## src/rtl/chm3_pkg.sv

```systemverilog
// Shared types, constants and power tables for the 3x3 contraharmonic mean filter.
// No dependencies; every rtl module but chm3_checker refers to it by scoped names.
`default_nettype none
package chm3_pkg;

	localparam int NUM_W = 32;	// sum of nine 28-bit table values
	localparam int DEN_W = 29;	// sum of nine 25-bit table values
	localparam int ROM_W = 28;
	localparam int QUEUE_DEPTH = 2;
	localparam int CFG_IDX_W = 2;
	localparam int CFG_DATA_W = 13;

	// register indexes on the configuration port
	localparam logic [CFG_IDX_W-1:0] REG_FRAME_WIDTH = 2'd0;
	localparam logic [CFG_IDX_W-1:0] REG_FRAME_HEIGHT = 2'd1;
	localparam logic [CFG_IDX_W-1:0] REG_Q_SELECT = 2'd2;

	// table selectors
	localparam int SEL_P25 = 0;
	localparam int SEL_P15 = 1;
	localparam int SEL_N05 = 2;
	localparam int SEL_N15 = 3;

	typedef logic [ROM_W-1:0] rom_t [256];

	typedef struct packed {
		logic wr;	// beat carries a pixel to store
		logic emit;	// beat produces a result
		logic top;
		logic bot;
		logic left;
		logic right;
		logic last;
		logic q;	// 1: Q = -1.5
	} job_flags_t;

	typedef enum logic [2:0] {
		BK_IDLE,
		BK_WRITE,
		BK_READ,
		BK_DRAIN,
		BK_PREP,
		BK_DIV,
		BK_DONE
	} back_state_t;

	function automatic logic [63:0] isqrt64(logic [63:0] x);
		logic [63:0] r;
		logic [63:0] b;
		logic [63:0] v;
		v = x;
		r = 64'd0;
		b = 64'd1 << 62;
		while (b > v) b = b >> 2;
		while (b != 64'd0) begin
			if (v >= r + b) begin
				v = v - (r + b);
				r = (r >> 1) + b;
			end else begin
				r = r >> 1;
			end
			b = b >> 2;
		end
		return r;
	endfunction

	// restoring long division, used only while the tables are built
	function automatic logic [63:0] udiv64(logic [63:0] n, logic [63:0] d);
		logic [63:0] q;
		logic [64:0] r;
		q = 64'd0;
		r = 65'd0;
		for (int i = 63; i >= 0; i--) begin
			r = {r[63:0], n[i]};
			if (r >= {1'b0, d}) begin
				r = r - {1'b0, d};
				q[i] = 1'b1;
			end
		end
		return q;
	endfunction

	// round(sqrt(x/4)) from floor(sqrt(x))
	function automatic logic [ROM_W-1:0] half_round(logic [63:0] x);
		logic [63:0] s;
		s = (isqrt64(x) + 64'd1) >> 1;
		return s[ROM_W-1:0];
	endfunction

	function automatic rom_t build_rom(int sel);
		rom_t t;
		logic [63:0] g;
		logic [63:0] g3;
		logic [63:0] g5;
		for (int i = 0; i < 256; i++) begin
			g = 64'(i);
			g3 = g * g * g;
			g5 = g3 * g * g;
			case (sel)
				SEL_P25: t[i] = half_round(g5 << 18);
				SEL_P15: t[i] = half_round(g3 << 18);
				SEL_N05: t[i] = (i == 0) ? '0 : half_round(udiv64(64'd1 << 50, g));
				default: t[i] = (i == 0) ? '0 : half_round(udiv64(64'd1 << 50, g3));
			endcase
		end
		return t;
	endfunction

	localparam rom_t ROM_P25 = build_rom(SEL_P25);
	localparam rom_t ROM_P15 = build_rom(SEL_P15);
	localparam rom_t ROM_N05 = build_rom(SEL_N05);
	localparam rom_t ROM_N15 = build_rom(SEL_N15);

endpackage
`default_nettype wire

```

## src/rtl/chm3_queue.sv

```systemverilog
// Small FIFO between the front and back parts of the filter.
// Depends on chm3_pkg for its depth.
`default_nettype none
module chm3_queue #(
	parameter int WIDTH = 8
) (
	input  wire logic             clk,
	input  wire logic             arst_n,
	input  wire logic             push,
	input  wire logic [WIDTH-1:0] push_data,
	output      logic             full,
	input  wire logic             pop,
	output      logic             not_empty,
	output      logic [WIDTH-1:0] head
);
	localparam int DEPTH = chm3_pkg::QUEUE_DEPTH;
	localparam int PW = (DEPTH > 1) ? $clog2(DEPTH) : 1;
	localparam int CW = $clog2(DEPTH + 1);

	logic [WIDTH-1:0] ent_q [DEPTH];
	logic [PW-1:0] wp_q;
	logic [PW-1:0] rp_q;
	logic [CW-1:0] cnt_q;

	assign full = (cnt_q == CW'(DEPTH));
	assign not_empty = (cnt_q != '0);
	assign head = ent_q[rp_q];

	always_ff @(posedge clk) begin
		if (push) ent_q[wp_q] <= push_data;
	end

	always_ff @(posedge clk or negedge arst_n) begin
		if (!arst_n) begin
			wp_q <= '0;
			rp_q <= '0;
			cnt_q <= '0;
		end else begin
			if (push) wp_q <= (wp_q == PW'(DEPTH - 1)) ? '0 : wp_q + PW'(1);
			if (pop) rp_q <= (rp_q == PW'(DEPTH - 1)) ? '0 : rp_q + PW'(1);
			if (push && !pop) cnt_q <= cnt_q + CW'(1);
			else if (!push && pop) cnt_q <= cnt_q - CW'(1);
		end
	end
endmodule
`default_nettype wire

```

## config.mk

```make
export PLATFORM = sky130hd
export DESIGN_NAME = chm3_queue
export DESIGN_NICKNAME = d
export VERILOG_FILES = /design/src/rtl/chm3_pkg.sv /design/src/rtl/chm3_queue.sv
export SDC_FILE = /design/constraint.sdc
export NUM_CORES = 1
export LEC_CHECK = 0
export ABC_AREA = 1
export BUFFER_PORTS_ARGS = -buffer_cell sky130_fd_sc_hd__buf_2
export CELL_PAD_IN_SITES_DETAIL_PLACEMENT = 1
export CELL_PAD_IN_SITES_GLOBAL_PLACEMENT = 1
export CORE_UTILIZATION = 35
export CTS_CLUSTER_DIAMETER = 120
export DETAILED_ROUTE_END_ITERATION = 8
export GPL_TIMING_DRIVEN = 1
export PLACE_DENSITY_LB_ADDON = 0.1
export SLEW_MARGIN = 20
export SYNTH_ARGS = -nofsm -noshare
export SYNTH_HDL_FRONTEND = slang
export SYNTH_SLANG_ARGS = --single-unit
export TNS_END_PERCENT = 10
```

## constraint.sdc

```tcl
create_clock -name clk -period 1.3 [get_ports clk]
set_clock_uncertainty 0.2 [all_clocks]
set_input_delay 0.065 -clock clk [delete_from_list [all_inputs] [get_ports clk]]
set_output_delay 0.065 -clock clk [all_outputs]
set_load 0.005 [all_outputs]
```

# After elaboration in Yosys (flattened, before gate mapping)
# Memory sizes are Yosys's and may differ from the RTL's.
# Index checks and enable logic that the tools add are counted.
# W data, S select, Z words.
dict set report totals {
  ff_bits 4
  mem_bits_rw 16
  in_bits 12
  out_inout_bits 10
  word_cells 21
  n_memories 1
}
dict set report classes {
  n_addsub 4
  eq_ne 1
  muxes 6
  reduce_logical 6
}
# name words width rd rd_clocked_by_memory_dff wr line
set memory_table {}
lappend memory_table {ent_q 2 8 1 0 1 chm3_queue.sv:20} ;# logic [WIDTH-1:0] ent_q [DEPTH];
# operator n
set ops {}
lappend ops {{$mux W1} 4}
lappend ops {{$mux W2} 2}
lappend ops {{$reduce_bool A2 Y1} 2}
lappend ops {{$add A1 B1 Y1 const B} 2}
lappend ops {{$add A2 B1 Y2 const B} 1}
lappend ops {{$eq A2 B2 Y1 const B} 1}
lappend ops {{$logic_and A1 B1 Y1} 2}
lappend ops {{$logic_not A1 Y1} 2}
lappend ops {{$sub A2 B1 Y2 const B} 1}

# Depth between registers and ports, before layout
# Gate-level depths: netlist of run 1.
dict set report depth {
  depth_word 4
  ltp_mapped 7
  ltp_nobuf 7
}

# Worst setup path before layout of run 1
# OpenSTA, ideal clock, no wires.
dict set report synth_timing {
  kind {register to register}
  start {register wp_q}
  end {memory ent_q[0][0], enable pin}
  setup_ns 0.370
  arrival_time_ns 0.774
  required_ns 0.730
  path_slack_ns -0.044
  path_stages_with_launch 2
  path_buffers 0
  synth_period_minus_slack_ns 1.344
  path_cell_list {dfrtp_1 > nor2_1}
}
# item line
set synth_rtl {}
lappend synth_rtl {{from (decl)} chm3_queue.sv:21} ;# logic [PW-1:0] wp_q;
lappend synth_rtl {{from (signal assigned)} chm3_queue.sv:39} ;# if (push) wp_q <= (wp_q == PW'(DEPTH - 1)) ? '0 : wp_q + PW'(1);
lappend synth_rtl {{to (decl)} chm3_queue.sv:20}
# No word-level cell before the write port.

# Worst setup path after layout of run 1
dict set report layout_timing {
  start {register rp_q}
  end {output head[7]}
}
dict set report layout_via {
  elab_chain_cells 1
}
# item line
set layout_lines {}
lappend layout_lines {{from (decl)} chm3_queue.sv:22} ;# logic [PW-1:0] rp_q;
lappend layout_lines {{from (signal assigned)} chm3_queue.sv:40} ;# if (pop) rp_q <= (rp_q == PW'(DEPTH - 1)) ? '0 : rp_q + PW'(1);
lappend layout_lines {{$mem_v2 Z2 W8} --}
lappend layout_lines {{to (decl)} chm3_queue.sv:14} ;# output logic [WIDTH-1:0] head
# Every way passes these cells.

==> reports/qor.yml, run 1 <==
run_status:
  outcome: "finished, violations left"
  violations: "setup timing"
route:
  wire_per_inst_um: 11.8
  ant_nets: 0
  drc: 0
  drt-total-wl_mm: 1.40
  drt_pass1_iterations: 3
  avgViaCountPerCell: 4.39
  vias: 523
  drt_iter0_drc: 9
clock_network:
  clock_path_buffers: 2
  htreeDepth: 1
  cts_buffers: 3
  cts_root_buf: "clkbuf_4"
  cts_tree: "built"
  clkLatencyLatePin_ns: 0.29
  clk_pin_slew_ns: 0.10
  cts_num_sinks: 20
global_route:
  grt_pass1_wl_mm: 2.36
  grt_overflow: 0
  antenna_found_initial: 0
  grt_max_degree: 12
  grt_pass1_vias: 569
  track_usage_pct: 13.1
floorplan:
  die_h_um: 50.4
  start_util_pct: 37.0
  fp.dieArea_um2: 2540
  pin_count: 22
  die_w_um: 50.4
  rows: 17
  coreArea_um2: 2210
logic_synthesis:
  ys_seq_area_share_pct: 70.9
  synthArstFlopShare_pct: 20.0
  synth_most_common_cell: "edfxtp_1"
  yosysWarningCount: 0
  ys_types: 12
  ys_ff_latch: 20
  synth.top_cell.area_share_pct: 58.7
  syn_area_um2: 818
  avgSynthCellArea_um2: 16.4
  synth_top_cell_by_area: "edfxtp_1"
  synthTopCellsByArea: "edfxtp_1 59%, mux2_4 15%, dfrtp_1 12%"
  mappedNetlistNets: 63
  synthTopCellsByCount: "16 x edfxtp_1, 8 x mux2_4, 7 x inv_1"
  synth_edf_count: 16
  postSynthCellCount: 50
  synth_ff_type: "edfxtp_1"
sta:
  post-route-period-util_pct: 118
  fmax_mhz: 650
  worstMarginPinSlew_ns: 0.218
  hold_violations: 0
  setup_tns_ns: -1.94
  min_period_ns: 1.54
  fin_ws_ns: -0.239
  slew-limit-headroom_pct: 85.4
  setup_violations: 9
  slew_violations: 0
  rsz0062_at_grt: "yes"
critical_path:
  cp_cell_sequence: "buf_6, mux2_4, buf_6"
  critPathKind: "reg -> out"
  worst-path-buf-inv: 2
  arrival_ns: 1.27
  crit_fanout: 5
  slowest_stage: "dfrtp_2"
  slowest_delay_ns: 0.43
  critPathCaptureType: "output pin"
  worst_setup_path_start_kind: "register"
  worst_path_most_repeated_cell: "buf_6"
  required_ns: 1.03
  critPathTopFamily: "flip-flops"
job:
  cap_violations: 0
hold_path:
  min_path_type: "in -> reg"
placed_design:
  dp_hpwl_um: 911
  portBuffers: 21
  dp_worst_setup_slack_ns: -0.0850
  gp_congestion: 0.691
cells_and_area:
  final_nets: 105
  diodes: 0
  drive_gt1_share_pct: 47.3
  syn2layout_area_growth_pct: 47.2
power:
  powerDensity_nw_per_um2: 1820
  power_leakage_nw: 0.525
  irDropWorstVdd_mv: 0.858
[final timing paths]
| kind | to | cells after the start | from | slack, ns |
|---|---|---|---|---|
| setup / recovery | head[7] | 3 | rp_q | -0.24 |
| hold / removal | ent_q[1][7] | 3 | push | 0.07 |
| setup reg to reg | ent_q[1][6] | 2 | wp_q | 0.08 |
| hold reg to reg | cnt_q[1] | 2 | cnt_q[1] | 0.30 |
| max in group asynchronous | rp_q | 3 | arst_n | 0.19 |
| min in group asynchronous | cnt_q[0] | 3 | arst_n | 0.51 |
[worst register-to-register path: cells and delay by family, from the launching register on]
family / cells / cell delay (ns)
buffers and inverters: 1 / 0.21
DFF: 1 / 0.42
and+or+nand+nor: 1 / 0.11
[final cells by class]
cell class | count | area (um2)
Clock buffer | 4 | 26.3
Fill cell | 230 | 1010
Timing Repair Buffer | 38 | 327
Tap cell | 28 | 35.0
Multi-Input combinational cell | 22 | 205
Sequential cell | 20 | 582
Inverter | 7 | 30.0
[power by group]
part | switching [mW] | internal [mW] | total, mW | leakage, nW
clock network | 0.177 | 0.119 | 0.296 | 0.0150
registers | 0.0839 | 0.872 | 0.956 | 0.196
logic | 0.348 | 0.599 | 0.946 | 0.314
[stage by stage]
stage                     instances  util, %  area [um2]  power (mW)  hold slack (ns)
after CTS                       119     52.5        1160        2.09           0.0637
after global placement          100     43.6         965        1.60           -0.319
after floorplan                  50        -         821        1.40           -0.431
after detailed placement        100     43.6         965        1.61           -0.317
final                           119     54.5        1200        2.20           0.0750
after global routing            119     54.5        1200        2.34           0.0901
[routing by layer]
metal	global-route usage [%]	part of all wire, %
met5	0	0
met4	6.94	0
met3	1.82	3.1
met2	23.3	53
met1	15.0	43
[state kept, by name, summed over array words and instances (netlist names)]
name / count
ent_q: 16
wp_q: 1
rp_q: 1
cnt_q: 2
[layout by cell type (no fill, tap or decap), types with 3 or more instances in the layout]
cell           count
clkbuf_4           3
buf_4              3
dlygate4sd3_1     12
mux2_4             8
dfrtp_1            3
edfxtp_1          16
inv_1              4
buf_6             11
nand2_1            5
buf_2             12
[kinds of logic (layout without fill, tap and decap cells)]
logic type               count (synthesis)  in the layout  synth area share, %
buffers and inverters                    8             49                 4.59
adder cells (fa/ha/maj)                  1              1                 1.53
XOR/XNOR                                 3              3                 3.21
flip-flops                              20             20                 70.9
AND/OR/NAND/NOR                         10             10                 5.05
multiplexers                             8              8                 14.7
[repair_timing]
item | in CTS | in global routing
hold endpoints to repair | 23 | 0
gates resized for setup | 7 | 10
setup buffers | 3 | 0
endpoints found under the setup margin | 8 | 19
pin swaps | 0 | 2
hold buffers | 12 | 0
(Power assumes the default switching activity.)
==> run 2: changes to the inputs <==
--- a/config.mk
+++ b/config.mk
@@ -7,13 +7,10 @@
 export LEC_CHECK = 0
 export ABC_AREA = 1
 export BUFFER_PORTS_ARGS = -buffer_cell sky130_fd_sc_hd__buf_2
-export CELL_PAD_IN_SITES_DETAIL_PLACEMENT = 1
-export CELL_PAD_IN_SITES_GLOBAL_PLACEMENT = 1
 export CORE_UTILIZATION = 35
 export CTS_CLUSTER_DIAMETER = 120
 export DETAILED_ROUTE_END_ITERATION = 8
 export GPL_TIMING_DRIVEN = 1
-export PLACE_DENSITY_LB_ADDON = 0.1
 export SLEW_MARGIN = 20
 export SYNTH_ARGS = -nofsm -noshare
 export SYNTH_HDL_FRONTEND = slang
==> run 2 against run 1 <==
Effect of this change:
- the run still ends with setup timing left
- flip-flop and latch count did not move
- cell count did not move
- first-iteration DRC count fell by 22%
- clock power rose by 64%
- core utilization rose by 1.9 points
- critical path depth did not move
- sequential share of layout area fell by 1.6 points
- largest power group unchanged
==> reports/qor.yml, run 2 (same netlist as run 1, synthesis figures left out) <==
clock_network:
  clkLatencyLatePin_ns: 0.28  # about the same
  cts_root_buf: "clkbuf_4"
  cts_tree: "built"
  clock_path_buffers: 2  # unchanged
  cts_num_sinks: 20  # unchanged
  htreeDepth: 1  # unchanged
  cts_buffers: 3  # unchanged
  clk_pin_slew_ns: 0.11  # about the same
global_route:
  track_usage_pct: 10.6  # -2.5 points
  grt_max_degree: 13  # +1
  grt_pass1_wl_mm: 1.91  # -19%
  grt_pass1_vias: 466  # -18%
  antenna_found_initial: 0  # unchanged
  grt_overflow: 0  # unchanged
cells_and_area:
  reg.largest.list: "ent_q x16, cnt_q x2"
  final_cell_area_um2: 1250  # +3.4%
  diodes: 0  # unchanged
  largest_register_ffs: 16  # unchanged
  largest-register: "ent_q"
  fin_cells: 119  # unchanged
  final_nets: 105  # unchanged
  utilization_pct: 56.3  # +1.9 points
  syn2layout_area_growth_pct: 52.3
  final_common_cell: "edfxtp_1"
  layout_common_cells: "16 x edfxtp_1, 13 x buf_2, 11 x dlygate4sd3_1"
  drive_gt1_share_pct: 46.2  # -1.1 points
placed_design:
  place_area_um2: 977  # +1.3%
  gp_congestion: 0.655  # -5.3%
  dp_worst_setup_slack_ns: -0.111  # -0.0256 ns
  portBuffers: 21  # unchanged
  placedCellCount: 100  # unchanged
  dp_hpwl_um: 805  # -12%
route:
  vias: 508  # -2.9%
  drt-total-wl_mm: 1.24  # -12%
  ant_nets: 0  # unchanged
  wire_per_inst_um: 10.4  # -12%
  avgViaCountPerCell: 4.27  # -2.9%
  drt_pass1_iterations: 4  # +1
  drt_iter0_drc: 7  # -2
  drc: 0  # unchanged
sta:
  rsz0062_at_grt: "yes"
  setup_violations: 8  # -1
  post-route-period-util_pct: 118  # -0.28 points
  setup_tns_ns: -1.82  # +0.124 ns
  min_period_ns: 1.54  # -0.00363 ns
  fmax_mhz: 651  # +0.24%
  slew_violations: 0  # unchanged
  worstMarginPinSlew_ns: 0.200  # -0.0180 ns
  slew-limit-headroom_pct: 86.6  # +1.2 points
  hold_violations: 0  # unchanged
  fin_ws_ns: -0.236  # +0.00363 ns
  timing.hold.ws_ns: 0.0480  # -0.0270 ns
critical_path:
  critPathCaptureType: "output pin"
  worst_setup_path_start_kind: "register"
  critPathKind: "reg -> out"
  arrival_ns: 1.27  # about the same
  required_ns: 1.03  # about the same
  crit_fanout: 5  # unchanged
floorplan:
  start_util_pct: 37.0  # unchanged
  coreArea_um2: 2210  # unchanged
  die_h_um: 50.4  # unchanged
  die_w_um: 50.4  # unchanged
  rows: 17  # unchanged
  fp.dieArea_um2: 2540  # unchanged
  pin_count: 22  # unchanged
power:
  power_frac_comb_pct: 39.5  # -3.5 points
  powerDensity_nw_per_um2: 1900  # +4.3%
  clkPwrFrac_pct: 20.5  # +7.0 points
  irDropWorstVdd_mv: 0.831  # -3.2%
  power.internal_mw: 1.78  # +12%
  switching_power_uw: 591  # -2.8%
  p_sw_share_pct: 24.9  # -2.7 points
  power_frac_seq_pct: 40.0  # -3.5 points
  design_power_total_mw: 2.37  # +7.8%
  power_leakage_nw: 0.557  # +5.9%
hold_path:
  min_path_type: "in -> reg"
run_status:
  violations: "setup timing"
  outcome: "finished, violations left"
job:
  cap_violations: 0  # unchanged
## run 2: cell type report
| class | instances | area, um2 |
|---|---|---|
| tap | 28 | 35.0 |
| inverter | 7 | 26.3 |
| sequential | 20 | 582 |
| clock buffer | 3 | 22.5 |
| fill | 187 | 966 |
| multi-input combinational | 22 | 215 |
| clock inverter | 1 | 30.0 |
| timing repair buffer | 38 | 335 |
## run 2: power by group through the flow
stage / registers (mW) / logic, mW / clock network (mW)
after floorplan: 0.939 / 0.462 / 0
after global placement: 1.02 / 0.604 / 0
after detailed placement: 1.03 / 0.611 / 0
after CTS: 0.948 / 0.860 / 0.502
after global routing: 0.964 / 1.01 / 0.541
final: 0.949 / 0.936 / 0.486
## run 2: timing repair
action | 4_1_cts | 5_1_grt
gates resized for setup | 7 | 8
setup buffers | 3 | 0
endpoints found under the hold margin | 23 | 0
hold buffers | 12 | 0
setup endpoints to repair | 8 | 10
pin swaps | 0 | 2
## run 2: critical path, cell delays in order (launching register included)
cell and delay [ns]:
dfrtp_2 0.43, buf_6 0.14, mux2_4 0.30, buf_6 0.12
## run 2: final timing paths
| check | start | endpoint | slack (ns) | depth (start not counted) |
|---|---|---|---|---|
| setup / recovery | rp_q | head[3] | -0.24 | 3 |
| hold / removal | push | wp_q | 0.05 | 3 |
| setup reg to reg | wp_q | ent_q[0][3] | 0.10 | 2 |
| hold reg to reg | cnt_q[1] | cnt_q[1] | 0.29 | 2 |
| max in group asynchronous | arst_n | rp_q | 0.24 | 3 |
| min in group asynchronous | arst_n | wp_q | 0.47 | 3 |
## run 2: routing by layer
metal  part of all wire [%]  GRT usage [%]
met3                    4.1           2.73
met4                      0           5.56
met5                      0              0
met2                     52           18.4
met1                     44           11.7
