`src/rtl/chm3_pkg.sv`:
```
// Shared types, constants and power tables for the 3x3 contraharmonic mean filter.
// No dependencies; every rtl module but chm3_checker refers to it by scoped names.
`default_nettype none
package chm3_pkg;

	localparam int NUM_W = 32;	// sum of nine 28-bit table values
	localparam int DEN_W = 29;	// sum of nine 25-bit table values
	localparam int ROM_W = 28;
	localparam int QUEUE_DEPTH = 2;
	localparam int CFG_IDX_W = 2;
	localparam int CFG_DATA_W = 13;

	// register indexes on the configuration port
	localparam logic [CFG_IDX_W-1:0] REG_FRAME_WIDTH = 2'd0;
	localparam logic [CFG_IDX_W-1:0] REG_FRAME_HEIGHT = 2'd1;
	localparam logic [CFG_IDX_W-1:0] REG_Q_SELECT = 2'd2;

	// table selectors
	localparam int SEL_P25 = 0;
	localparam int SEL_P15 = 1;
	localparam int SEL_N05 = 2;
	localparam int SEL_N15 = 3;

	typedef logic [ROM_W-1:0] rom_t [256];

	typedef struct packed {
		logic wr;	// beat carries a pixel to store
		logic emit;	// beat produces a result
		logic top;
		logic bot;
		logic left;
		logic right;
		logic last;
		logic q;	// 1: Q = -1.5
	} job_flags_t;

	typedef enum logic [2:0] {
		BK_IDLE,
		BK_WRITE,
		BK_READ,
		BK_DRAIN,
		BK_PREP,
		BK_DIV,
		BK_DONE
	} back_state_t;

	function automatic logic [63:0] isqrt64(logic [63:0] x);
		logic [63:0] r;
		logic [63:0] b;
		logic [63:0] v;
		v = x;
		r = 64'd0;
		b = 64'd1 << 62;
		while (b > v) b = b >> 2;
		while (b != 64'd0) begin
			if (v >= r + b) begin
				v = v - (r + b);
				r = (r >> 1) + b;
			end else begin
				r = r >> 1;
			end
			b = b >> 2;
		end
		return r;
	endfunction

	// restoring long division, used only while the tables are built
	function automatic logic [63:0] udiv64(logic [63:0] n, logic [63:0] d);
		logic [63:0] q;
		logic [64:0] r;
		q = 64'd0;
		r = 65'd0;
		for (int i = 63; i >= 0; i--) begin
			r = {r[63:0], n[i]};
			if (r >= {1'b0, d}) begin
				r = r - {1'b0, d};
				q[i] = 1'b1;
			end
		end
		return q;
	endfunction

	// round(sqrt(x/4)) from floor(sqrt(x))
	function automatic logic [ROM_W-1:0] half_round(logic [63:0] x);
		logic [63:0] s;
		s = (isqrt64(x) + 64'd1) >> 1;
		return s[ROM_W-1:0];
	endfunction

	function automatic rom_t build_rom(int sel);
		rom_t t;
		logic [63:0] g;
		logic [63:0] g3;
		logic [63:0] g5;
		for (int i = 0; i < 256; i++) begin
			g = 64'(i);
			g3 = g * g * g;
			g5 = g3 * g * g;
			case (sel)
				SEL_P25: t[i] = half_round(g5 << 18);
				SEL_P15: t[i] = half_round(g3 << 18);
				SEL_N05: t[i] = (i == 0) ? '0 : half_round(udiv64(64'd1 << 50, g));
				default: t[i] = (i == 0) ? '0 : half_round(udiv64(64'd1 << 50, g3));
			endcase
		end
		return t;
	endfunction

	localparam rom_t ROM_P25 = build_rom(SEL_P25);
	localparam rom_t ROM_P15 = build_rom(SEL_P15);
	localparam rom_t ROM_N05 = build_rom(SEL_N05);
	localparam rom_t ROM_N15 = build_rom(SEL_N15);

endpackage
`default_nettype wire

```
`src/rtl/chm3_front.sv`:
```
// Front part: takes input beats, tracks frame and output positions, builds jobs.
// Depends on chm3_pkg for the job flag struct.
`default_nettype none
module chm3_front #(
	parameter int MAX_WIDTH = 1024,
	parameter int MAX_HEIGHT = 4096,
	parameter int RING_LEN = 2052,
	parameter int AW = 12,
	parameter int WW = 11,
	parameter int HW = 13
) (
	input  wire logic                 clk,
	input  wire logic                 arst_n,
	input  wire logic [10:0]          frame_width,
	input  wire logic [12:0]          frame_height,
	input  wire logic                 q_select,
	input  wire logic                 in_valid,
	output      logic                 in_stall,
	input  wire logic                 operation,
	input  wire logic [7:0]           pixel_in,
	input  wire logic                 q_full,
	output      logic                 push,
	output      chm3_pkg::job_flags_t flags,
	output      logic [7:0]           pixel,
	output      logic [AW-1:0]        wr_addr,
	output      logic [AW-1:0]        ctr_addr,
	output      logic [WW-1:0]        width
);
	localparam int RW = $clog2(MAX_HEIGHT);
	localparam int CW = $clog2(MAX_WIDTH);
	localparam int PW = $clog2(MAX_WIDTH + 2);

	logic          open_q;
	logic [WW-1:0] w_q;
	logic [HW-1:0] h_q;
	logic          q_q;
	logic [RW-1:0] row_q, orow_q;
	logic [CW-1:0] col_q, ocol_q;
	logic [AW-1:0] wptr_q, optr_q;
	logic [PW-1:0] pend_q;

	logic          accept, is_pix, start, emit, emit_fl, last_in;
	logic [WW-1:0] e_w, cfg_w;
	logic [HW-1:0] e_h, cfg_h;
	logic          e_q;
	logic [RW-1:0] e_row, e_orow;
	logic [CW-1:0] e_col, e_ocol;
	logic [AW-1:0] e_wptr, e_optr;
	logic          o_bot, o_right;

	always_comb begin
		if (frame_width == '0) cfg_w = WW'(1);
		else if (32'(frame_width) > MAX_WIDTH) cfg_w = WW'(MAX_WIDTH);
		else cfg_w = WW'(frame_width);
		if (frame_height == '0) cfg_h = HW'(1);
		else if (32'(frame_height) > MAX_HEIGHT) cfg_h = HW'(MAX_HEIGHT);
		else cfg_h = HW'(frame_height);
	end

	assign in_stall = q_full;
	assign accept = in_valid && !q_full;
	assign is_pix = !operation;
	assign start = is_pix && !open_q;

	// a new frame starts from fresh counters and latches the configured sizes and Q
	assign e_w = start ? cfg_w : w_q;
	assign e_h = start ? cfg_h : h_q;
	assign e_q = start ? q_select : q_q;
	assign e_row = start ? '0 : row_q;
	assign e_col = start ? '0 : col_q;
	assign e_orow = start ? '0 : orow_q;
	assign e_ocol = start ? '0 : ocol_q;
	assign e_wptr = start ? '0 : wptr_q;
	assign e_optr = start ? '0 : optr_q;

	assign last_in = (HW'(e_row) == e_h - HW'(1)) && (WW'(e_col) == e_w - WW'(1));
	assign emit_fl = !open_q && (pend_q != '0);
	assign emit = is_pix ? ((e_row >= RW'(2)) || ((e_row == RW'(1)) && (e_col != '0)))
		: emit_fl;
	assign push = accept && (is_pix || emit_fl);

	assign o_bot = (HW'(e_orow) == e_h - HW'(1));
	assign o_right = (WW'(e_ocol) == e_w - WW'(1));

	always_comb begin
		flags.wr = is_pix;
		flags.emit = emit;
		flags.top = (e_orow == '0);
		flags.bot = o_bot;
		flags.left = (e_ocol == '0);
		flags.right = o_right;
		flags.last = o_bot && o_right;
		flags.q = e_q;
	end
	assign pixel = pixel_in;
	assign wr_addr = e_wptr;
	assign ctr_addr = e_optr;
	assign width = e_w;

	always_ff @(posedge clk or negedge arst_n) begin
		if (!arst_n) begin
			open_q <= 1'b0;
			w_q <= WW'(1);
			h_q <= HW'(1);
			q_q <= 1'b0;
			row_q <= '0;
			col_q <= '0;
			orow_q <= '0;
			ocol_q <= '0;
			wptr_q <= '0;
			optr_q <= '0;
			pend_q <= '0;
		end else if (accept) begin
			if (is_pix) begin
				w_q <= e_w;
				h_q <= e_h;
				q_q <= e_q;
				wptr_q <= (e_wptr == AW'(RING_LEN - 1)) ? '0 : e_wptr + AW'(1);
				if (last_in) begin
					open_q <= 1'b0;
					row_q <= '0;
					col_q <= '0;
					pend_q <= PW'(e_w) + PW'(e_h != HW'(1));
				end else begin
					open_q <= 1'b1;
					pend_q <= '0;
					if (WW'(e_col) == e_w - WW'(1)) begin
						col_q <= '0;
						row_q <= e_row + RW'(1);
					end else begin
						col_q <= e_col + CW'(1);
						row_q <= e_row;
					end
				end
			end else if (emit_fl) begin
				pend_q <= pend_q - PW'(1);
			end
			if (emit) begin
				optr_q <= (e_optr == AW'(RING_LEN - 1)) ? '0 : e_optr + AW'(1);
				if (o_right) begin
					ocol_q <= '0;
					orow_q <= e_orow + RW'(1);
				end else begin
					ocol_q <= e_ocol + CW'(1);
					orow_q <= e_orow;
				end
			end else if (is_pix) begin
				ocol_q <= e_ocol;
				orow_q <= e_orow;
				optr_q <= e_optr;
			end
		end
	end
endmodule
`default_nettype wire

```
`config.mk`:
```
export PLATFORM = sky130hd
export DESIGN_NAME = chm3_front
export DESIGN_NICKNAME = d
export VERILOG_FILES = /design/src/rtl/chm3_pkg.sv /design/src/rtl/chm3_front.sv
export SDC_FILE = /design/constraint.sdc
export NUM_CORES = 1
export LEC_CHECK = 0
export CORE_MARGIN = 1.5
export CORE_UTILIZATION = 30
export DETAILED_ROUTE_END_ITERATION = 16
export DONT_BUFFER_PORTS = 1
export GPL_ROUTABILITY_DRIVEN = 0
export REMOVE_ABC_BUFFERS = 1
export SYNTH_ARGS = -nofsm -noshare
export SYNTH_HDL_FRONTEND = slang
export SYNTH_SLANG_ARGS = --single-unit
```
`constraint.sdc`:
```
create_clock -name clk -period 7.4 [get_ports clk]
set_input_delay 1.11 -clock clk [delete_from_list [all_inputs] [get_ports clk]]
set_output_delay 1.11 -clock clk [all_outputs]
set_load 0.02 [all_outputs]
```
Word-level counts from Yosys, hierarchy flattened

Index checks and enable logic that the tools add are counted.

Divide/modulo/power cells: 0
Bitwise gates (word level): 1
$mul: 0
Muxes and demuxes: 32
Add/subtract/negate cells: 10
Shift operators: 0
Magnitude comparators: 3
Reduce and logical (&&, ||, !) cells: 21
Equal/unequal tests: 10

Operator list:

| kind                  | number |
|---|---|
| $mux 12               | 13 |
| $mux 10               | 7 |
| $mux 11               | 6 |
| $add 12x1->12 const B | 4 |
| $mux 13               | 3 |
| $eq 12x13->1          | 2 |
| $eq 12x12->1 const B  | 2 |
| $eq 10x11->1          | 2 |
| $sub 11x1->11 const B | 2 |
| $add 10x1->10 const B | 2 |
| $gt 13x13->1 const B  | 1 |
| $logic_not 13->1      | 1 |
| $ne 13x1->1 const B   | 1 |
| $sub 13x1->13 const B | 1 |
| $eq 12x1->1 const B   | 1 |
| $ge 12x2->1 const B   | 1 |
| $logic_not 12->1      | 1 |
| $add 11x1->11         | 1 |
| $gt 11x11->1 const B  | 1 |
| $logic_not 11->1      | 1 |
| $reduce_bool 11->1    | 1 |
| $logic_not 10->1      | 1 |
| $reduce_bool 10->1    | 1 |
| $logic_and 1x1->1     | 7 |
| other kinds (6)       | 14 |

Latch bits: 0
Output and inout port bits: 53
Word-level logic and storage cells: 88
Memories: 0
Register bits: 105
ROM bits: 0
RAM bits: 0

Logic depth before layout (Yosys ltp)

Gate-level depths: netlist (run 1).

Depth after elaboration: 9
Mapped depth: 23
Gate-level depth less buffers: 14

Worst setup path after synthesis (run 1)

OpenSTA, ideal clock, no wires.

Kind: input -> output
Start point: in operation
End point: out flags[1] (netlist bit)
Path slack: 0.533 ns
Stages: 22
Data arrival time: 5.757 ns
Cells stage by stage: or2_1 > buf_6 > buf_2 > buf_2 > buf_2 > clkbuf_1 > clkbuf_1 > clkbuf_1 > clkbuf_1 > clkbuf_1 > nor3b_1 > a21oi_1 > ha_1 > o221ai_1 > nor2_1 > xor2_1 > or4b_2 > o21ai_0 > o2bb2ai_1 > nand4_1 > nor4_1 > and2_1

RTL lines:

| what            | RTL line         | text |
|---|---|---|
| start, declared | chm3_front.sv:19 | `input wire logic operation,` |
| end, declared   | chm3_front.sv:23 | `output chm3_pkg::job_flags_t flags,` |

==> reports/metrics.cfg, run 1 <==
[worst_setup_path]
criticalPathCategory=in -> out
worstReg2RegStart=open_q
crit_family=simple AND/OR/NAND/NOR gates
slowest_stage=or4b_2
r2r_cells=13
cp_max_fo=31
cp.depth=13
worst_ep_arrival_time_ps=4840
cp-end-kind=primary output
ff2ff_setup_slack_ps=2380
cp_cell_sequence=or2_4, a21oi_1, and2_0, ha_1, o221ai_1, nor2_1, xor2_1, or4b_2, o21ai_0, o2bb2ai_1, nand4_1, nor4_2, and2_1
critPathBufInv=0
slowest_delay_ps=650
rr_endpoint=pend_q[3]
crit_path_start_kind=input pin
cp.required_ps=6290
crit_end=flags[1]
crit_start=operation

[final_layout]
diodes=0
final_common_cell=nand2_1
layout.nets=1046
drive_above_1_share=0.0562
nFillCells=2855
final_cell_mix=nand2_1, dfrtp_1, o21ai_0
postLayoutCoreUtil=0.324
syn_to_final_growth_pct=5.62

[global_route]
grt_use_total=0.166
grt_pass1_vias=7100
grt.overflow.total=0
grt_max_degree=106
antenna_found_initial=0
grt_pass1_wl_um=38100

[place]
dpl.hpwl_um=16700
placement.io_buffers=0

[clocking]
clk_pin_slew_worst_paths_ps=80
clock_path_buffers=2
cts.sink_count=105
root_buffer=clkbuf_16
h-tree-depth=3
clock_latency_ps=360
post-cts-setup-buffers=0
cts.hold.buffers_added=0
cts_tree=done
cts_buffers=9
postCtsResizedCells=0

[sta]
finalCritPeriodShare=0.804
clock-skew-final_ps=14.5
rsz0062_at_grt=no
min_period_ps=5950
setup_viol=0
fmax_mhz=168
drv_slew=0
worst_slew_pin_slew_ps=1050
whs_ps=432
relSlewSlack=0.289
finalHoldViolCount=0

[power]
power_mw=1.72
peakVddDrop_uv=102
power_density_mw_per_mm2=197
p_leak_nw=3.44

[route]
viasPerCell=5.61
ant_nets=0
drt_first_pass_iters=5
vias=7501
wl_per_cell_um=17.6
drc=0
wl_um=23500
drtIter0Drc=489

[floorplanning]
die_x_um=169
core_area_mm2=0.0270
ioPinCount=91
start_util=0.306
die_area_mm2=0.0286
die_y_um=169
rows=60

[logic_synthesis]
synth_edf_count=0
ys_warn_count=0
synthCells=1045
yosysSeqAreaShare=0.318
yosysUniqueCellTypes=76
synthFlopType=dfrtp_1
synth_area_mm2=0.00828
ys_seq_elements=105
async_reset_ff_frac=1.00
avgSynthCellArea_um2=7.93

[outcome]
status=finished, final reports clean

[hold_path]
hp-class=in -> async

[job]
drv_cap=0

worst reg2reg max path, stage by stage, from the launching register on:
cell       delay [ps]
dfrtp_1           370
buf_4             220
or2_4             400
a21oi_1           250
and2_0            300
ha_1              290
o221ai_1          330
nor2_1            320
xnor3_1           360
a2111oi_0         400
nand4b_1          210
a311oi_2          660
nand3_1           500
o221ai_1          330
synthesized netlist by cell type (4+ instances only):
cell type / number / area (µm²)
clkbuf_1: 48 / 180
ha_1: 17 / 213
o31ai_1: 10 / 75.1
o2bb2ai_1: 4 / 35.0
a22o_1: 6 / 52.6
a21o_1: 9 / 67.6
buf_1: 4 / 15.0
o211ai_1: 8 / 60.1
nand3_1: 45 / 225
or3_1: 10 / 62.6
nor4_1: 21 / 131
o22ai_1: 10 / 62.6
a21boi_0: 4 / 30.0
nor2b_1: 5 / 31.3
nor3_1: 39 / 195
o221ai_1: 5 / 43.8
nand2_1: 131 / 492
and3_1: 21 / 131
or4_1: 4 / 30.0
buf_2: 7 / 35.0
xor2_1: 21 / 184
nor4b_1: 11 / 96.3
nor3b_1: 14 / 105
nand4_1: 22 / 138
o21ai_0: 95 / 475
xnor3_1: 6 / 135
nand3b_1: 6 / 45.0
buf_4: 15 / 113
nor2_1: 62 / 233
a21oi_1: 54 / 270
xnor2_1: 49 / 429
inv_1: 41 / 154
nand2b_1: 11 / 68.8
and2_1: 23 / 144
or4b_2: 4 / 40.0
a22oi_1: 9 / 67.6
a31oi_1: 11 / 68.8
a32o_1: 9 / 90.1
or2_2: 4 / 25.0
mux2i_1: 6 / 60.1
o21a_1: 5 / 37.5
dfrtp_1: 103 / 2580
area by class of cell:
class                           count  area, µm²  area share
Clock buffer                       11        243      0.0277
Multi-Input combinational cell    820       5150       0.588
Tap cell                          341        427      0.0488
Sequential cell                   105       2630       0.301
Clock inverter                      5       53.8     0.00615
Timing Repair Buffer               11       82.6     0.00944
Inverter                           44        165      0.0189
per-layer routing:
metal,track usage,wire length (µm),vias up
met4,0.0693,640,0
met5,0,0,-
met1,0.210,10500,3557
li1,-,-,3649
met3,0.0331,1260,41
met2,0.277,11200,254
how the worst min path moves through the flow:
stage / slack (ps) / cells past startpoint / end / startpoint
global route: 410 / 0 / pend_q[8] / arst_n
detailed placement: 480 / 2 / h_q[11] / h_q[11]
global placement: 470 / 2 / h_q[11] / h_q[11]
floorplan: 450 / 2 / h_q[11] / h_q[11]
finish: 430 / 0 / pend_q[7] / arst_n
CTS: 420 / 0 / pend_q[6] / arst_n
per-stage QoR:
stage / TNS (ps) / setup WS (ps) / area (µm²) / std cells
finish: 0 / 1450 / 8750 / 1337
global route: 0 / 1180 / 8750 / 1337
CTS: 0 / 1540 / 8750 / 1337
detailed placement: 0 / 1520 / 8450 / 1321
global placement: 0 / 1640 / 8450 / 1321
floorplan: -20.9 / -20.9 / 7920 / 969
sequential cells by signal, indices dropped and copies added (netlist names):
register / cells
h_q: 13
optr_q: 12
orow_q: 12
row_q: 12
wptr_q: 12
pend_q: 11
w_q: 11
col_q: 10
ocol_q: 10
open_q: 1
q_q: 1
where the power goes:
group          total [mW]  internal (mW)  leakage [nW]  switching [mW]
registers           0.718          0.635          1.31          0.0823
clock network       0.496          0.272         0.150           0.224
logic               0.510          0.203          1.98           0.307
total                1.72           1.11          3.44           0.613
logic make-up (layout without fill, tap and decap cells):
group	after synthesis	in the layout	share of synthesized area
muxes	9	9	0.0113
xor gates and xnor gates	76	76	0.0903
buffers and inverters	120	71	0.0641
adders and majority gates	17	17	0.0257
and+or+nand+nor	453	453	0.288
DFF	105	105	0.318
AOI/OAI and AO/OA	265	265	0.203
Power figures use the tool's default switching activity.
==> run 2, diff against run 1 <==
--- a/config.mk
+++ b/config.mk
@@ -5,6 +5,7 @@
 export SDC_FILE = /design/constraint.sdc
 export NUM_CORES = 1
 export LEC_CHECK = 0
+export ABC_AREA = 1
 export CORE_MARGIN = 1.5
 export CORE_UTILIZATION = 30
 export DETAILED_ROUTE_END_ITERATION = 16
==> constraint.sdc (replaced) <==
create_clock -name clk -period 4.8 [get_ports clk]
set_input_delay 0.72 -clock clk [delete_from_list [all_inputs] [get_ports clk]]
set_output_delay 0.72 -clock clk [all_outputs]
set_load 0.02 [all_outputs]
==> reports/metrics.cfg, run 2 <==
[outcome]
status=finished, final reports clean  ; unchanged

[power]
p_switching_mw=1.70  ; was 0.613 mW
pwr-share-comb=0.462  ; was 0.296
power_density_mw_per_mm2=375  ; was 197 mW/mm²
p_leak_nw=4.59  ; was 3.44 nW
pwr-share-clk=0.231  ; was 0.288
peakVddDrop_uv=180  ; was 102 µV
seq_power_share=0.307  ; was 0.416
p_int_mw=1.99  ; was 1.11 mW
swShare=0.461  ; was 0.356

[global_route]
antenna_found_initial=0  ; unchanged
grt_pass1_wl_um=44400  ; was 38100 µm
grt_use_total=0.175  ; was 0.166
met2_usage=0.287  ; was 0.277
grtUsageMet1=0.241  ; was 0.210
grt.overflow.total=0  ; unchanged
grt_pass1_vias=8486  ; was 7100
grt_max_degree=106  ; unchanged
use_met3=0.0269  ; was 0.0331
grt-busiest-layer=met2  ; unchanged

[worst_setup_path]
crit_path_start_kind=flop  ; was input pin
cp_max_fo=19  ; was 31
cp.required_ps=4080  ; was 6290 ps
r2r_cells=20  ; was 13
crit_start=open_q  ; was operation
worstReg2RegStart=open_q  ; unchanged
criticalPathCategory=reg -> out  ; was in -> out
worst_ep_arrival_time_ps=3620  ; was 4840 ps
rr_endpoint=col_q[7]  ; was pend_q[3]
ff2ff_setup_slack_ps=760  ; was 2380 ps
cp-end-kind=primary output  ; unchanged

[floorplanning]
ioPinCount=91  ; unchanged
die_y_um=179  ; was 169 µm
rows=64  ; was 60
core_area_mm2=0.0305  ; was 0.0270 mm²
die_x_um=179  ; was 169 µm
die_area_mm2=0.0320  ; was 0.0286 mm²
start_util=0.304  ; was 0.306

[logic_synthesis]
async_reset_ff_frac=1.00  ; unchanged
yosysMostFrequentCell=nand2_1  ; unchanged
ys_warn_count=0  ; unchanged
synth_top_area_share=0.278  ; was 0.311
synth_edf_count=0  ; unchanged
synthFlopType=dfrtp_1  ; unchanged
synth_area_leader_cell=dfrtp_1  ; unchanged
ys_seq_elements=105  ; unchanged
avgSynthCellArea_um2=6.50  ; was 7.93 µm²
yosysSeqAreaShare=0.283  ; was 0.318
ys_top_cells_by_area=dfrtp_1, nand2_1, nor2_1  ; was dfrtp_1, nand2_1, o21ai_0
synth_commonest_cells=nand2_1, nor2_1, inv_1, nand3_1, dfrtp_1  ; was nand2_1, dfrtp_1, o21ai_0, nor2_1, a21oi_1
synth_area_mm2=0.00928  ; was 0.00828 mm²
synthCells=1428  ; was 1045
yosysUniqueCellTypes=53  ; was 76

[clocking]
post-cts-setup-buffers=0  ; unchanged
cts_tree=done  ; unchanged
postCtsResizedCells=0  ; unchanged
root_buffer=clkbuf_16  ; unchanged
h-tree-depth=3  ; unchanged
clk_pin_slew_worst_paths_ps=90  ; was 80 ps
cts_buffers=9  ; unchanged
clock_path_buffers=2  ; unchanged
clock_latency_ps=380  ; was 360 ps
cts.hold.buffers_added=0  ; unchanged
cts.sink_count=105  ; unchanged

[route]
drt_first_pass_iters=8  ; was 5
wl_per_cell_um=15.1  ; was 17.6 µm
drtIter0Drc=682  ; was 489
wl_um=27200  ; was 23500 µm
ant_nets=0  ; unchanged
drc=0  ; unchanged
vias=8984  ; was 7501
viasPerCell=4.99  ; was 5.61

[sta]
setup_viol=0  ; unchanged
worst_slew_pin_slew_ps=1020  ; was 1050 ps
min_period_ps=4340
fmax_mhz=231
whs_ps=32.2  ; was 432 ps
finalCritPeriodShare=0.903
finalHoldViolCount=0  ; unchanged
rsz0062_at_grt=no  ; unchanged
worst_slack_ps=465  ; was 1450 ps
clock-skew-final_ps=20.5  ; was 14.5 ps
relSlewSlack=0.311  ; was 0.289
drv_slew=0  ; unchanged

[final_layout]
syn_to_final_growth_pct=6.19  ; was 5.62%
fin_cells=1799  ; was 1337
stdcell_area_mm2=0.00985  ; was 0.00875 mm²
layout.nets=1453  ; was 1046
diodes=0  ; unchanged
top_register=h_q  ; unchanged
final_cell_mix=nand2_1, nor2_1, inv_1  ; was nand2_1, dfrtp_1, o21ai_0
largest_reg_flops=13  ; unchanged
drive_above_1_share=0.100  ; was 0.0562
final_common_cell=nand2_1  ; unchanged

[place]
pre_cts_ws_ps=546  ; was 1520 ps
placed_area_mm2=0.00952  ; was 0.00845 mm²
dp.cells=1783  ; was 1321
placement.io_buffers=0  ; unchanged
dpl.hpwl_um=20300  ; was 16700 µm

[hold_path]
hp-class=in -> async  ; unchanged

[job]
drv_cap=0  ; unchanged

run 2: cell count changes after synthesis, sizes merged, moves of 21 or more:
cell    delta
o21ai     -21
inv      +174
clkbuf    -29
nand2    +233
and3      -22
and2      -25
xnor2     -41
nor2     +179
nand3     +91
run 2: power by group through the flow:
stage / sequential (mW) / combinational [mW] / clock, mW
finish: 1.13 / 1.70 / 0.854
global route: 1.16 / 1.91 / 0.916
CTS: 1.13 / 1.69 / 0.880
detailed placement: 1.15 / 1.68 / 0
global placement: 1.15 / 1.66 / 0
floorplan: 1.13 / 1.31 / 0
run 2: how the worst max path moves through the flow:
stage / end / slack (ps) / depth (start not counted)
finish: flags[1] / 460 / 19
global route: flags[1] / 200 / 19
CTS: flags[1] / 480 / 18
detailed placement: col_q[7] / 550 / 21
global placement: col_q[7] / 650 / 21
floorplan: orow_q[10] / -220 / 9
run 2: cell families after synthesis:
group / share of synthesized area
buf+inv: 0.130
flops: 0.283
fa+ha+maj: 0.0229
simple gates: 0.414
xor+xnor: 0.0502
mux: 0.00108
compound gates: 0.0987
run 2: layout make-up:
| cell class | count | area [µm²] |
|---|---|---|
| multi-input cells | 1048 | 5450 |
| well taps | 396 | 495 |
| fillers | 3302 | 20700 |
| clock buffers | 9 | 225 |
| inverters | 220 | 836 |
| flip-flops and latches | 105 | 2630 |
| repair buffers | 14 | 105 |
| clock inverters | 7 | 108 |
run 2: layer usage:
metal	part of all wire	routed length, µm
met4	0.015	418
met3	0.060	1630
met5	0	0
met2	0.45	12400
met1	0.47	12800
run 2: per-stage QoR:
| stage | total power, mW | TNS [ps] | utilization |
|---|---|---|---|
| 2_1_floorplan | 2.44 | -2580 | - |
| 3_3_place_gp | 2.81 | 0 | 0.312 |
| 3_5_place_dp | 2.83 | 0 | 0.312 |
| 4_1_cts | 3.70 | 0 | 0.323 |
| 5_1_grt | 3.98 | 0 | 0.323 |
| 6_report | 3.69 | 0 | 0.323 |
run 2: worst max-delay path, cell delays in order, from the launching register on:
cell and delay [ps]:
dfrtp_1 490, nor2_4 80, inv_4 270, buf_4 340, nor2_1 70, nand2_1 80
nand2_1 80, inv_2 80, ha_1 230, nand3_1 120, nor2_2 220, nand2_1 130
xor2_1 170, xor2_1 140, nor3_1 150, nand3b_1 100, nor2_1 100, nand2_1 120
nor2_1 110, buf_4 150
==> run 3, diff against run 2 <==
--- a/config.mk
+++ b/config.mk
@@ -11,7 +11,9 @@
 export DETAILED_ROUTE_END_ITERATION = 16
 export DONT_BUFFER_PORTS = 1
 export GPL_ROUTABILITY_DRIVEN = 0
+export PLACE_DENSITY = 0.5
 export REMOVE_ABC_BUFFERS = 1
+export SLEW_MARGIN = 15
 export SYNTH_ARGS = -nofsm -noshare
 export SYNTH_HDL_FRONTEND = slang
 export SYNTH_SLANG_ARGS = --single-unit
==> reports/metrics.cfg, run 3 (synthesis gave the netlist of run 2 again) <==
[outcome]
status=finished, final reports clean  ; unchanged

[final_layout]
stdcell_area_mm2=0.00982  ; was 0.00985 mm²
diodes=0  ; unchanged
largest_reg_flops=13  ; unchanged
syn_to_final_growth_pct=5.88  ; was 6.19%
final_common_cell=nand2_1  ; unchanged
drive_above_1_share=0.0986  ; was 0.100
nFillCells=3394  ; was 3302
postLayoutCoreUtil=0.322  ; was 0.323
top_register=h_q  ; unchanged
final_cell_mix=nand2_1, nor2_1, inv_1  ; unchanged
layout.nets=1450  ; was 1453

[job]
drv_cap=0  ; unchanged

[global_route]
grt.overflow.total=0  ; unchanged
grt_max_degree=106  ; unchanged
grt_pass1_wl_um=44700  ; was 44400 µm
grt_use_total=0.177  ; was 0.175
antenna_found_initial=0  ; unchanged
grt_pass1_vias=8539  ; was 8486

[sta]
drv_slew=0  ; unchanged
worst_slack_ps=504  ; was 465 ps
min_period_ps=4300  ; was 4340 ps
finalHoldViolCount=0  ; unchanged
setup_viol=0  ; unchanged
worst_slew_pin_slew_ps=1010  ; was 1020 ps
finalCritPeriodShare=0.895  ; was 0.903
fmax_mhz=233  ; was 231 MHz
clock-skew-final_ps=12.4  ; was 20.5 ps
rsz0062_at_grt=no  ; unchanged
relSlewSlack=0.318  ; was 0.311
whs_ps=34.4  ; was 32.2 ps

[route]
wl_met3_um=1190  ; was 1630 µm
wl_per_cell_um=15.2  ; was 15.1 µm
drc=0  ; unchanged
wl_um=27400  ; was 27200 µm
detailroute.wirelength.met2_um=12600  ; was 12400 µm
vias=8729  ; was 8984
viasPerCell=4.86  ; was 4.99
wirelength_met1_um=13100  ; was 12800 µm
maxUsedRoutingLayer=met4  ; unchanged
ant_nets=0  ; unchanged
drtIter0Drc=502  ; was 682
drt_first_pass_iters=5  ; was 8

[place]
placement.io_buffers=0  ; unchanged
dpl.hpwl_um=20500  ; was 20300 µm
pre_cts_ws_ps=498  ; was 546 ps
placed_area_mm2=0.00951  ; was 0.00952 mm²

[worst_setup_path]
cp_max_fo=30  ; was 19
r2r_cells=20  ; unchanged
ff2ff_setup_slack_ps=800  ; was 760 ps
worstReg2RegStart=open_q  ; unchanged
critPathBufInv=3  ; was 4
rr_endpoint=col_q[7]  ; unchanged
slowest_delay_ps=450  ; was 490 ps
criticalPathCategory=reg -> out  ; unchanged
cp_cell_sequence=nor2_4, inv_4, nor2_1, nand2_1, nand2_2, inv_1, ha_1, nand3_1, nor2_4, nand2_2, nor2_4, nand3_1, nand2_1, nand3b_1, nor2_1, nand3_2, nor2_1, buf_4  ; was nor2_4, inv_4, buf_4, nor2_1, nand2_1, nand2_1, inv_2, ha_1, nand3_1, nor2_2, nand2_1, xor2_1, xor2_1, nor3_1, nand3b_1, nor2_1, nand2_1, nor2_1, buf_4
cp.required_ps=4080  ; about the same
crit_path_start_kind=flop  ; unchanged
slowest_stage=dfrtp_1  ; unchanged
cp-end-kind=primary output  ; unchanged
worst_ep_arrival_time_ps=3580  ; was 3620 ps
crit_family=simple AND/OR/NAND/NOR gates  ; unchanged

[clocking]
clk_pin_slew_worst_paths_ps=80  ; was 90 ps
cts.sink_count=105  ; unchanged
h-tree-depth=3  ; unchanged
cts_buffers=9  ; unchanged
clock_path_buffers=2  ; unchanged
clock_latency_ps=370  ; was 380 ps
postCtsResizedCells=0  ; unchanged
cts_tree=done  ; unchanged
cts.hold.buffers_added=0  ; unchanged
root_buffer=clkbuf_16  ; unchanged
post-cts-setup-buffers=0  ; unchanged

[power]
peakVddDrop_uv=156  ; was 180 µV
p_leak_nw=4.57  ; was 4.59 nW
power_density_mw_per_mm2=371  ; was 375 mW/mm²
power_mw=3.64  ; was 3.69 mW

[floorplanning]
start_util=0.304  ; unchanged
die_y_um=179  ; unchanged
core_area_mm2=0.0305  ; unchanged
die_area_mm2=0.0320  ; unchanged
rows=64  ; unchanged
die_x_um=179  ; unchanged
ioPinCount=91  ; unchanged

[hold_path]
hp-class=in -> async  ; unchanged

==> run 3: cell count changes in the layout (fill, tap and decap cells not counted) <==
| cell | change |
|---|---|
| inv_6 | -1 |
| clkinv_4 | +2 |
| clkinv_8 | -3 |
| buf_12 | +1 |
| clkbuf_8 | +1 |
| clkinvlp_4 | +1 |
| buf_4 | -4 |
==> run 3: cell type report <==
class / instances / area [µm²] / area share
multi-input combinational: 1048 / 5450 / 0.555
sequential: 105 / 2630 / 0.268
inverter: 220 / 836 / 0.0851
tap: 396 / 495 / 0.0504
clock buffer: 10 / 239 / 0.0243
timing repair buffer: 11 / 95.1 / 0.00968
clock inverter: 6 / 75.1 / 0.00764
==> run 3: worst max-delay path by stage <==
stage / start / to / slack [ps] / cells after the start
floorplan: q_full / orow_q[10] / -220 / 9
global placement: frame_width[1] / col_q[7] / 620 / 21
detailed placement: frame_width[1] / col_q[7] / 500 / 21
CTS: open_q / flags[1] / 450 / 18
global route: open_q / flags[1] / 250 / 18
finish: open_q / flags[1] / 500 / 18
==> run 3: per-layer routing <==
metal,vias to the layer above,track usage
li1,4474,-
met1,4061,0.236
met2,165,0.296
met3,29,0.0297
met4,0,0.0458
met5,-,0
==> run 3: metrics by stage <==
step	setup TNS [ps]	std cells
2_1_floorplan	-2580	1373
3_3_place_gp	0	1780
3_5_place_dp	0	1780
4_1_cts	0	1796
5_1_grt	0	1796
6_report	0	1796
==> run 3: where the power goes <==
group / total, mW / leakage (nW) / internal [mW] / switching [mW]
clock network: 0.825 / 0.151 / 0.428 / 0.397
registers: 1.13 / 1.36 / 1.05 / 0.0847
logic: 1.69 / 3.06 / 0.513 / 1.17
total: 3.64 / 4.57 / 1.99 / 1.66
